## src/rtl/core/id3u_pkg.sv

```systemverilog
// Shared types and constants for the ID3 text to UTF-8 transcoder.
// Used by the front end, the character queue and the byte serializer.
// No dependencies.
package id3u_pkg;

    localparam int CAP_W       = 13;
    localparam int CP_W        = 21;
    localparam int LEN_W       = 3;
    localparam int QUEUE_DEPTH = 4;
    localparam int QPTR_W      = $clog2(QUEUE_DEPTH);
    localparam int QCNT_W      = $clog2(QUEUE_DEPTH + 1);

    // One character to serialize; len 0 is an empty end-of-frame marker.
    typedef struct packed {
        logic [CP_W-1:0]  cp;
        logic [LEN_W-1:0] len;
        logic             frame_end;
    } char_entry_t;

    typedef struct packed {
        logic push_valid;
        logic push_ready;
    } push_ctrl_t;

endpackage

```

## src/rtl/core/id3u_front.sv

```systemverilog
// Front end: decodes the encoding selector, builds UTF-16 code units and
// surrogate pairs, applies the capacity limit and queues whole characters.
// Depends on id3u_pkg.
module id3u_front
    import id3u_pkg::*;
(
    input  logic             aclk,
    input  logic             aresetn,
    input  logic [CAP_W-1:0] text_capacity,
    input  logic             s_tvalid,
    output logic             s_tready,
    input  logic [7:0]       s_tdata,   // payload_byte
    input  logic             s_tlast,   // frame_last
    output push_ctrl_t       push_ctrl,
    input  logic             push_ready,
    output char_entry_t      push_entry
);

    typedef enum logic [2:0] {
        PH_SELECT = 3'b001,
        PH_RUN    = 3'b010,
        PH_IDLE   = 3'b100
    } phase_t;

    localparam logic [1:0] MODE_LATIN1  = 2'd0;
    localparam logic [1:0] MODE_UTF16   = 2'd1;
    localparam logic [1:0] MODE_UTF16BE = 2'd2;
    localparam logic [1:0] MODE_UTF8    = 2'd3;

    function automatic logic [LEN_W-1:0] cp_len(input logic [CP_W-1:0] cp);
        logic [LEN_W-1:0] n;
        if (cp <= 21'h00007f) begin
            n = 3'd1;
        end else if (cp <= 21'h0007ff) begin
            n = 3'd2;
        end else if (cp <= 21'h00ffff) begin
            n = 3'd3;
        end else begin
            n = 3'd4;
        end
        return n;
    endfunction

    phase_t           phase_reg, phase_next;
    logic [1:0]       mode_reg, mode_next;
    logic             msb_first_reg, msb_first_next;
    logic             first_pend_reg, first_pend_next;
    logic [7:0]       half_byte_reg, half_byte_next;
    logic             half_valid_reg, half_valid_next;
    logic [9:0]       held_reg, held_next;
    logic             held_valid_reg, held_valid_next;
    logic [CAP_W-1:0] count_reg, count_next;
    logic             pend_valid_reg, pend_valid_next;
    char_entry_t      pend_entry_reg, pend_entry_next;

    logic             s_fire;
    logic [15:0]      unit;
    logic             unit_low, unit_high;
    logic             va, vb, raw_a;
    logic [CP_W-1:0]  cpa, cpb;
    logic [LEN_W-1:0] lena, lenb;
    logic [CAP_W:0]   sum_a, sum_b;
    logic [CAP_W-1:0] cnt_mid;
    logic             fit_a, fit_b;
    char_entry_t      ent_a, ent_b, ent_null;

    assign s_tready  = !pend_valid_reg && push_ready;
    assign s_fire    = s_tvalid && s_tready;
    assign unit      = msb_first_reg ? {half_byte_reg, s_tdata} : {s_tdata, half_byte_reg};
    assign unit_low  = (unit >= 16'hdc00) && (unit <= 16'hdfff);
    assign unit_high = (unit >= 16'hd800) && (unit <= 16'hdbff);

    always_comb begin
        phase_next      = phase_reg;
        mode_next       = mode_reg;
        msb_first_next  = msb_first_reg;
        first_pend_next = first_pend_reg;
        half_byte_next  = half_byte_reg;
        half_valid_next = half_valid_reg;
        held_next       = held_reg;
        held_valid_next = held_valid_reg;
        va    = 1'b0;
        vb    = 1'b0;
        raw_a = 1'b0;
        cpa   = '0;
        cpb   = '0;

        unique case (phase_reg)
            PH_SELECT: begin
                if (s_tdata <= 8'd3) begin
                    mode_next       = s_tdata[1:0];
                    phase_next      = PH_RUN;
                    first_pend_next = (s_tdata[1:0] == MODE_UTF16);
                end else begin
                    phase_next = PH_IDLE;
                end
            end
            PH_RUN: begin
                case (mode_reg) inside
                    MODE_LATIN1, MODE_UTF8: begin
                        if (s_tdata == 8'd0) begin
                            phase_next = PH_IDLE;
                        end else begin
                            va    = 1'b1;
                            raw_a = (mode_reg == MODE_UTF8);
                            cpa   = {{(CP_W-8){1'b0}}, s_tdata};
                        end
                    end
                    MODE_UTF16, MODE_UTF16BE: begin
                        if (!half_valid_reg) begin
                            half_byte_next  = s_tdata;
                            half_valid_next = 1'b1;
                        end else begin
                            half_valid_next = 1'b0;
                            first_pend_next = 1'b0;
                            if (first_pend_reg && unit == 16'hfffe) begin
                                msb_first_next = 1'b0;
                            end else if (first_pend_reg && unit == 16'hfeff) begin
                                msb_first_next = msb_first_reg;
                            end else begin
                                if (held_valid_reg) begin
                                    held_valid_next = 1'b0;
                                    va = 1'b1;
                                    if (unit_low) begin
                                        cpa = 21'h010000 + {1'b0, held_reg, unit[9:0]};
                                    end else begin
                                        cpa = {5'd0, 6'b110110, held_reg};
                                    end
                                end
                                if (!(held_valid_reg && unit_low)) begin
                                    if (unit == 16'h0000) begin
                                        phase_next = PH_IDLE;
                                    end else if (unit_high) begin
                                        held_next       = unit[9:0];
                                        held_valid_next = 1'b1;
                                    end else begin
                                        vb  = 1'b1;
                                        cpb = {5'd0, unit};
                                    end
                                end
                            end
                        end
                    end
                endcase
            end
            PH_IDLE: begin
                phase_next = PH_IDLE;
            end
            default: begin
                phase_next = PH_SELECT;
            end
        endcase

        if (s_tlast && phase_next == PH_RUN && held_valid_next) begin
            vb  = 1'b1;
            cpb = {5'd0, 6'b110110, held_next};
        end

        lena    = raw_a ? 3'd1 : cp_len(cpa);
        lenb    = cp_len(cpb);
        sum_a   = {1'b0, count_reg} + {{(CAP_W+1-LEN_W){1'b0}}, lena};
        fit_a   = va && (sum_a < {1'b0, text_capacity});
        cnt_mid = fit_a ? sum_a[CAP_W-1:0] : count_reg;
        sum_b   = {1'b0, cnt_mid} + {{(CAP_W+1-LEN_W){1'b0}}, lenb};
        fit_b   = vb && (sum_b < {1'b0, text_capacity});
        count_next = fit_b ? sum_b[CAP_W-1:0] : cnt_mid;

        if (s_tlast) begin
            phase_next      = PH_SELECT;
            mode_next       = MODE_LATIN1;
            msb_first_next  = 1'b1;
            first_pend_next = 1'b0;
            half_byte_next  = 8'd0;
            half_valid_next = 1'b0;
            held_next       = 10'd0;
            held_valid_next = 1'b0;
            count_next      = '0;
        end

        ent_a    = '{cp: cpa, len: lena, frame_end: s_tlast && !fit_b};
        ent_b    = '{cp: cpb, len: lenb, frame_end: s_tlast};
        ent_null = '{cp: '0, len: '0, frame_end: 1'b1};

        if (pend_valid_reg) begin
            push_entry = pend_entry_reg;
        end else if (fit_a) begin
            push_entry = ent_a;
        end else if (fit_b) begin
            push_entry = ent_b;
        end else begin
            push_entry = ent_null;
        end
        push_ctrl.push_valid = pend_valid_reg || (s_fire && (fit_a || fit_b || s_tlast));
        push_ctrl.push_ready = push_ready;

        pend_valid_next = pend_valid_reg && !push_ready;
        pend_entry_next = pend_entry_reg;
        if (s_fire) begin
            pend_valid_next = fit_a && fit_b;
            pend_entry_next = ent_b;
        end
    end

    always_ff @(posedge aclk) begin
        if (!aresetn) begin
            phase_reg      <= PH_SELECT;
            mode_reg       <= MODE_LATIN1;
            msb_first_reg  <= 1'b1;
            first_pend_reg <= 1'b0;
            half_valid_reg <= 1'b0;
            held_valid_reg <= 1'b0;
            count_reg      <= '0;
            pend_valid_reg <= 1'b0;
        end else begin
            if (s_fire) begin
                phase_reg      <= phase_next;
                mode_reg       <= mode_next;
                msb_first_reg  <= msb_first_next;
                first_pend_reg <= first_pend_next;
                half_valid_reg <= half_valid_next;
                held_valid_reg <= held_valid_next;
                count_reg      <= count_next;
            end
            pend_valid_reg <= pend_valid_next;
        end
    end

    always_ff @(posedge aclk) begin
        if (s_fire) begin
            half_byte_reg <= half_byte_next;
            held_reg      <= held_next;
        end
        pend_entry_reg <= pend_entry_next;
    end

endmodule

```

## src/rtl/core/id3u_queue.sv

```systemverilog
// Short character queue between the front end and the byte serializer.
// Depends on id3u_pkg.
module id3u_queue
    import id3u_pkg::*;
(
    input  logic        aclk,
    input  logic        aresetn,
    input  push_ctrl_t  push_ctrl,
    output logic        push_ready,
    input  char_entry_t push_entry,
    output logic        head_valid,
    output char_entry_t head_entry,
    input  logic        pop
);

    char_entry_t       slot_reg [QUEUE_DEPTH];
    logic [QPTR_W-1:0] wr_ptr_reg, rd_ptr_reg;
    logic [QCNT_W-1:0] count_reg;
    logic              do_push, do_pop;

    assign push_ready = (count_reg != QCNT_W'(QUEUE_DEPTH));
    assign head_valid = (count_reg != '0);
    assign head_entry = slot_reg[rd_ptr_reg];
    assign do_push    = push_ctrl.push_valid && push_ready;
    assign do_pop     = pop && head_valid;

    always_ff @(posedge aclk) begin
        if (!aresetn) begin
            wr_ptr_reg <= '0;
            rd_ptr_reg <= '0;
            count_reg  <= '0;
        end else begin
            if (do_push) begin
                wr_ptr_reg <= wr_ptr_reg + 1'b1;
            end
            if (do_pop) begin
                rd_ptr_reg <= rd_ptr_reg + 1'b1;
            end
            if (do_push && !do_pop) begin
                count_reg <= count_reg + 1'b1;
            end else if (do_pop && !do_push) begin
                count_reg <= count_reg - 1'b1;
            end
        end
    end

    always_ff @(posedge aclk) begin
        if (do_push) begin
            slot_reg[wr_ptr_reg] <= push_entry;
        end
    end

endmodule

```

## src/rtl/core/id3u_back.sv

```systemverilog
// Byte serializer, depends on id3u_pkg: turns queued characters into UTF-8
// bytes, one per cycle unless stalled, behind a registered output stage.
module id3u_back
    import id3u_pkg::*;
(
    input  logic        aclk,
    input  logic        aresetn,
    input  logic        head_valid,
    input  char_entry_t head_entry,
    output logic        pop,
    output logic        m_tvalid,
    input  logic        m_tready,
    output logic [7:0]  m_tdata,   // text_byte
    output logic        m_tuser,   // text_valid
    output logic        m_tlast    // text_end
);

    function automatic logic [7:0] utf8_byte(input logic [CP_W-1:0] cp,
                                             input logic [LEN_W-1:0] len,
                                             input logic [1:0] idx);
        logic [7:0] b;
        b = 8'd0;
        case (len)
            3'd1: b = cp[7:0];
            3'd2: b = (idx == 2'd0) ? {3'b110, cp[10:6]} : {2'b10, cp[5:0]};
            3'd3: begin
                case (idx)
                    2'd0:    b = {4'b1110, cp[15:12]};
                    2'd1:    b = {2'b10, cp[11:6]};
                    default: b = {2'b10, cp[5:0]};
                endcase
            end
            3'd4: begin
                case (idx)
                    2'd0:    b = {5'b11110, cp[20:18]};
                    2'd1:    b = {2'b10, cp[17:12]};
                    2'd2:    b = {2'b10, cp[11:6]};
                    default: b = {2'b10, cp[5:0]};
                endcase
            end
            default: b = 8'd0;
        endcase
        return b;
    endfunction

    logic [1:0] idx_reg, idx_next;
    logic       out_valid_reg, out_valid_next;
    logic [7:0] out_byte_reg, out_byte_next;
    logic       out_flag_reg, out_flag_next;
    logic       out_end_reg, out_end_next;
    logic       advance, last_byte;

    assign advance   = head_valid && (!out_valid_reg || m_tready);
    assign last_byte = (head_entry.len == '0) || ({1'b0, idx_reg} == head_entry.len - 3'd1);
    assign pop       = advance && last_byte;

    always_comb begin
        idx_next       = idx_reg;
        out_byte_next  = out_byte_reg;
        out_flag_next  = out_flag_reg;
        out_end_next   = out_end_reg;
        out_valid_next = out_valid_reg && !m_tready;
        if (advance) begin
            idx_next       = last_byte ? 2'd0 : idx_reg + 2'd1;
            out_valid_next = 1'b1;
            out_byte_next  = utf8_byte(head_entry.cp, head_entry.len, idx_reg);
            out_flag_next  = (head_entry.len != '0);
            out_end_next   = head_entry.frame_end && last_byte;
        end
    end

    always_ff @(posedge aclk) begin
        if (!aresetn) begin
            idx_reg       <= 2'd0;
            out_valid_reg <= 1'b0;
        end else begin
            idx_reg       <= idx_next;
            out_valid_reg <= out_valid_next;
        end
    end

    always_ff @(posedge aclk) begin
        out_byte_reg <= out_byte_next;
        out_flag_reg <= out_flag_next;
        out_end_reg  <= out_end_next;
    end

    assign m_tvalid = out_valid_reg;
    assign m_tdata  = out_byte_reg;
    assign m_tuser  = out_flag_reg;
    assign m_tlast  = out_end_reg;

endmodule

```

## src/rtl/core/id3_text_to_utf8_transcoder.sv

```systemverilog
// Top level of the ID3 text frame to UTF-8 transcoder.
// Depends on id3u_pkg, id3u_front, id3u_queue and id3u_back.
//
// The block takes one frame byte per cycle while s_tready is high and emits
// UTF-8 bytes one per cycle while m_tready is high, at least one byte per
// character. An input byte that completes two characters holds the input
// until the second character enters the four-entry queue. Every frame_last
// byte yields at least one result, with tlast set on its final one. The
// capacity register resets to 256 and should be written only while no frame
// is in flight.
module id3_text_to_utf8_transcoder
    import id3u_pkg::*;
(
    input  logic             aclk,
    input  logic             aresetn,
    input  logic             cfg_we,
    input  logic [CAP_W-1:0] cfg_wdata,  // text_capacity
    input  logic             s_tvalid,
    output logic             s_tready,
    input  logic [7:0]       s_tdata,    // payload_byte
    input  logic             s_tlast,    // frame_last
    output logic             m_tvalid,
    input  logic             m_tready,
    output logic [7:0]       m_tdata,    // text_byte
    output logic             m_tuser,    // text_valid
    output logic             m_tlast     // text_end
);

    logic [CAP_W-1:0] capacity_reg;
    push_ctrl_t       push_ctrl;
    logic             push_ready;
    char_entry_t      push_entry;
    logic             head_valid;
    char_entry_t      head_entry;
    logic             pop;

    always_ff @(posedge aclk) begin
        if (!aresetn) begin
            capacity_reg <= CAP_W'(256);
        end else if (cfg_we) begin
            capacity_reg <= cfg_wdata;
        end
    end

    id3u_front u_front (
        .aclk          (aclk),
        .aresetn       (aresetn),
        .text_capacity (capacity_reg),
        .s_tvalid      (s_tvalid),
        .s_tready      (s_tready),
        .s_tdata       (s_tdata),
        .s_tlast       (s_tlast),
        .push_ctrl     (push_ctrl),
        .push_ready    (push_ready),
        .push_entry    (push_entry)
    );

    id3u_queue u_queue (
        .aclk       (aclk),
        .aresetn    (aresetn),
        .push_ctrl  (push_ctrl),
        .push_ready (push_ready),
        .push_entry (push_entry),
        .head_valid (head_valid),
        .head_entry (head_entry),
        .pop        (pop)
    );

    id3u_back u_back (
        .aclk       (aclk),
        .aresetn    (aresetn),
        .head_valid (head_valid),
        .head_entry (head_entry),
        .pop        (pop),
        .m_tvalid   (m_tvalid),
        .m_tready   (m_tready),
        .m_tdata    (m_tdata),
        .m_tuser    (m_tuser),
        .m_tlast    (m_tlast)
    );

endmodule
```

## config.mk

```make
export PLATFORM = sky130hd
export DESIGN_NAME = id3_text_to_utf8_transcoder
export DESIGN_NICKNAME = d
export VERILOG_FILES = /design/src/rtl/core/id3u_pkg.sv /design/src/rtl/core/id3u_front.sv /design/src/rtl/core/id3u_queue.sv /design/src/rtl/core/id3u_back.sv /design/src/rtl/core/id3_text_to_utf8_transcoder.sv
export SDC_FILE = /design/constraint.sdc
export NUM_CORES = 1
export LEC_CHECK = 0
export BUFFER_PORTS_ARGS = -buffer_cell sky130_fd_sc_hd__buf_2
export CELL_PAD_IN_SITES_DETAIL_PLACEMENT = 2
export CELL_PAD_IN_SITES_GLOBAL_PLACEMENT = 2
export CORE_MARGIN = 4
export CORE_UTILIZATION = 42
export DETAILED_ROUTE_END_ITERATION = 8
export GPL_TIMING_DRIVEN = 0
export PLACE_DENSITY = 0.79
export SETUP_SLACK_MARGIN = 0.5
export SLEW_MARGIN = 20
export SYNTH_ARGS = -nofsm -noshare
export SYNTH_HDL_FRONTEND = slang
export SYNTH_HIERARCHICAL = 1
export SYNTH_SLANG_ARGS = --single-unit
```

## constraint.sdc

```tcl
create_clock -name aclk -period 18.1 [get_ports aclk]
set_input_delay 3.62 -clock aclk [delete_from_list [all_inputs] [get_ports aclk]]
set_output_delay 3.62 -clock aclk [all_outputs]
set_load 0.02 [all_outputs]
```

* Yosys cells after proc, flatten, opt, wreduce, memory -nomap -nowiden
Memory sizes are Yosys's and may differ from the RTL's. A register that Yosys moved wholly into a read port is not among the register bits.
Cells that the tools add are included.
** Cells by class
- Add/subtract/negate cells :: 9
- Magnitude comparators :: 13
- Equal/unequal tests :: 24
- Muxes and demuxes :: 121
- Reductions and logical operators :: 57
** Operators by type and width (count)
- $mux W21 :: 17
- $mux W10 :: 9
- $mux W25 :: 3
- $mux W3 :: 19
- $mux W1 :: 51
- $le A21 B11 Y1 const B :: 2
- $le A21 B16 Y1 const B :: 2
- $le A21 B7 Y1 const B :: 2
- $mux W8 :: 5
- $mux W13 :: 3
- $eq A16 B16 Y1 const B :: 2
- $ge A16 B16 Y1 const B :: 2
- $le A16 B16 Y1 const B :: 2
- $mux W16 :: 2
- $pmux W8 S4 :: 1
- $add A13 B3 Y14 :: 2
- $lt A14 B13 Y1 :: 2
- $logic_and A1 B1 Y1 :: 23
- $add A17 B20 Y21 const A :: 1
- $pmux W7 S3 :: 1
- $logic_not A16 Y1 :: 1
- $pmux W7 S2 :: 1
- $reduce_bool A2 Y1 :: 7
- $eq A3 B2 Y1 const B :: 4
- other kinds (27) :: 60
** Storage, ports and cells
- Bits in registers :: 99
- RAM bits :: 100
- Input bits :: 27
- Output and inout bits :: 12
- Word-level logic and storage cells :: 247
- Memories :: 1
** Memory list
- u_queue.slot_reg :: depth 4, bits a word 25, rd ports 1, clocked after memory_dff 1, write ports 1, line id3u_queue.sv:16 : char_entry_t slot_reg [QUEUE_DEPTH];

* Longest topological paths before layout
- Depth in word-level cells :: 32
- Gate-level depth with buffers :: 53

* By module
Netlist, hierarchy kept.
** By module, submodules not included
- id3u_front :: instances 1, cells an instance 710, area an instance 5714.2 sq um, sequential area each 1601.5 sq um
- id3u_queue :: instances 1, cells an instance 179, area an instance 4146.5 sq um, sequential area each 3183.1 sq um
- id3u_back :: instances 1, cells an instance 114, area an instance 1021.0 sq um, sequential area each 360.3 sq um
- id3_text_to_utf8_transcoder :: instances 1, cells an instance 42, area an instance 504.2 sq um, sequential area each 260.2 sq um

* Worst setup path after synthesis
Ideal clock, no wire load.
- Path kind :: input-to-reg
- Start point :: in s_tdata[4]
- End point :: reg u_queue.count_reg[2]
- Library setup time :: 76 ps
- Data arrival time :: 14289 ps
- Required time :: 18024 ps
- Slack :: 3735 ps
- Stages :: 49
- Cells stage by stage :: clkbuf_1 > nand4b_1 > a22oi_1 > nand4_1 > nand4_1 > clkbuf_1 > o21ai_0 > nor2b_1 > o21ai_0 > ha_1 > inv_1 > fa_1 > nor2b_1 > o2111ai_1 > nor3_1 > nand3_1 > xnor2_1 > ha_1 > [13 not listed] > or3b_1 > xnor2_1 > ha_1 > a2111oi_0 > o311ai_0 > a221o_1 > a41oi_1 > buf_2 > clkbuf_1 > nor3_1 > o21ai_0 > a21boi_2 > ha_1 > inv_1 > fa_1 > xor2_1 > or3_1 > a21boi_0
** RTL lines
- from (decl) :: line id3_text_to_utf8_transcoder.sv:20 : input logic [7:0] s_tdata,
- to (signal assigned) :: line id3u_queue.sv:40 : count_reg <= count_reg + 1'b1;
- to (signal assigned) :: line id3u_queue.sv:42 : count_reg <= count_reg - 1'b1;
- to (decl) :: line id3u_queue.sv:18 : logic [QCNT_W-1:0] count_reg;

==> flow_metrics.env <==
export IMPL_largest_register_ffs=100
export IMPL_power_density_nw_per_um2=100
export IMPL_overflow=0
export IMPL_cp_required_ns=18.47
export IMPL_fin_nets=1174
export IMPL_worstHoldPathType="flip-flop to flip-flop"
export IMPL_routed_wl_mm=36.7
export IMPL_place_gp_congestion=0.849
export IMPL_syn_area_per_cell_um2=10.9
export IMPL_clk_path_buf_depth=2
export IMPL_crit_path_max_fanout=10
export IMPL_rsz0062_at_grt="no"
export IMPL_die_w_um=173
export IMPL_grt_antenna_before_repair=0
export IMPL_clock_sinks=196
export IMPL_fp_dieH_um=173
export IMPL_core_area_um2=26400
export IMPL_p_leak_nw=4.53
export IMPL_arrival_ns=17.16
export IMPL_drc=0
export IMPL_finalCritPeriodShare_pct=92.8
export IMPL_fin_total_pwr_mw=1.27
export IMPL_numPortBuffers=31
export IMPL_cts_buffers=17
export IMPL_slew_violations=0
export IMPL_grt_pass1_vias=9440
export IMPL_crit_type="input pin to flip-flop"
export IMPL_hpwl_mm=27.3
export IMPL_vias=8725
export IMPL_insertion_delay_ns=0.45
export IMPL_diodes=0
export IMPL_drt_iter0_drc=542
export IMPL_ys_warnings_count=6
export IMPL_top_usage_layer="met2"
export IMPL_dp_cells=1411
export IMPL_track_usage_pct=24.4
export IMPL_place_ws_ns=-0.492
export IMPL_ir_worst_vdd_mv=0.0707
export IMPL_netlist_area_um2=11400
export IMPL_placed_area_um2=12000
export IMPL_avgRoutedWirePerCell_um=25.4
export IMPL_initial_utilization_pct=43.2
export IMPL_fmax_mhz=59.5
export IMPL_floorplan_die_area_um2=29800
export IMPL_final_util_pct=48.0
export IMPL_use_met3_pct=3.36
export IMPL_io_pins=39
export IMPL_cap_viol_max_count=0
export IMPL_stdcell_count=1446
export IMPL_drt_vias_per_instance=6.03
export IMPL_ant_nets=0
export IMPL_clkTransAtPathRegs_ns=0.09
export IMPL_ctsHtreeMaxLevel=4
export IMPL_cts_root_buffer="clkbuf_16"
export IMPL_area_growth_pct=11.1
export IMPL_grt_max_degree=39
export IMPL_netlist_instances=1044
export IMPL_final_cell_area_um2=12600
export IMPL_use_met1_pct=32.0
export IMPL_drive_gt1_share_pct=13.0
export IMPL_crit_path_top_delay_cell="or4_1"
export IMPL_slowest_delay_ns=0.57
export IMPL_slew_headroom_pct=30.1
export IMPL_fillerInstances=2682
export IMPL_hold_viol=0
export IMPL_startpoint_type="input pin"
export IMPL_period_minus_slack_ns=16.80
export IMPL_end_kind="flip-flop"
export IMPL_cp_common_cell="ha_1"
export IMPL_setup_tns_ns=0
export IMPL_layout_setup_ws_ns=1.30
export IMPL_tightest_slew_ns=1.04
export IMPL_worst_clock_skew_ns=0.0182
export IMPL_cts_tree="built"
export IMPL_met2_usage_pct=43.0
export IMPL_setup_viol=0
export IMPL_firstDrtPassIters=5
export IMPL_outcome="completed"
export IMPL_grt_first_pass_wirelength_mm=56.9
export IMPL_hold_buffers=0
export IMPL_hold_worst_slack_ns=0.503
export IMPL_num_rows=59
-- placed cells by master, fill, tap and decap left out, types with 24 or more instances in the layout --
master,count
ha_1,46
nand3_1,26
a211oi_1,24
edfxtp_1,148
xnor2_1,36
mux2i_1,39
buf_2,39
a21oi_1,43
clkbuf_1,32
o21ai_0,52
dfxtp_1,48
nand2_1,86
inv_1,51
nor2b_1,35
nor2_1,82
-- layer usage --
metal | share of wire, % | vias to the layer above
met5 | 0 | -
met4 | 2.0 | 0
met3 | 2.9 | 49
met2 | 51 | 165
met1 | 44 | 4503
li1 | - | 4008
-- worst max-delay path: cells and delay by family --
kind / cells / cell delay (ns)
xor gates and xnor gates: 3 / 0.58
adders and majority gates: 7 / 2.37
buffers and inverters: 8 / 1.65
muxes: 1 / 0.18
and+or+nand+nor: 18 / 4.33
AOI/OAI and AO/OA: 15 / 4.43
-- final timing paths --
check                                 from                   end  slack, ns  depth (start not counted)
setup / recovery                s_tdata[7]  u_queue/count_reg[2]       1.30                         52
setup reg to reg  u_front/half_byte_reg[7]  u_queue/count_reg[2]       4.19                         51
hold / removal        u_front/count_reg[2]  u_front/count_reg[2]       0.50                          2
hold reg to reg       u_front/count_reg[2]  u_front/count_reg[2]       0.50                          2
-- layout make-up --
type,count,area [um^2],share of cell area (%)
Inverter,51,193,1.52
Sequential cell,196,5410,42.8
Clock inverter,15,186,1.48
Multi-Input combinational cell,734,5470,43.3
Timing Repair Buffer,34,175,1.39
Buffer,64,362,2.86
Clock buffer,17,425,3.37
Tap cell,335,419,3.32
-- power breakdown --
part | leakage [nW] | total (mW) | internal, mW | switching [mW]
sequential | 1.76 | 0.583 | 0.547 | 0.0367
clock | 0.299 | 0.392 | 0.189 | 0.203
combinational | 2.46 | 0.291 | 0.107 | 0.184
total | 4.53 | 1.27 | 0.843 | 0.424
-- timing repair --
item | 4_1_cts | 5_1_grt
setup endpoints to repair | 103 | 103
gates resized for setup | 4 | 16
pin swaps | 0 | 2
setup buffers | 0 | 2
Note: power is estimated with default switching activity, not from simulation.
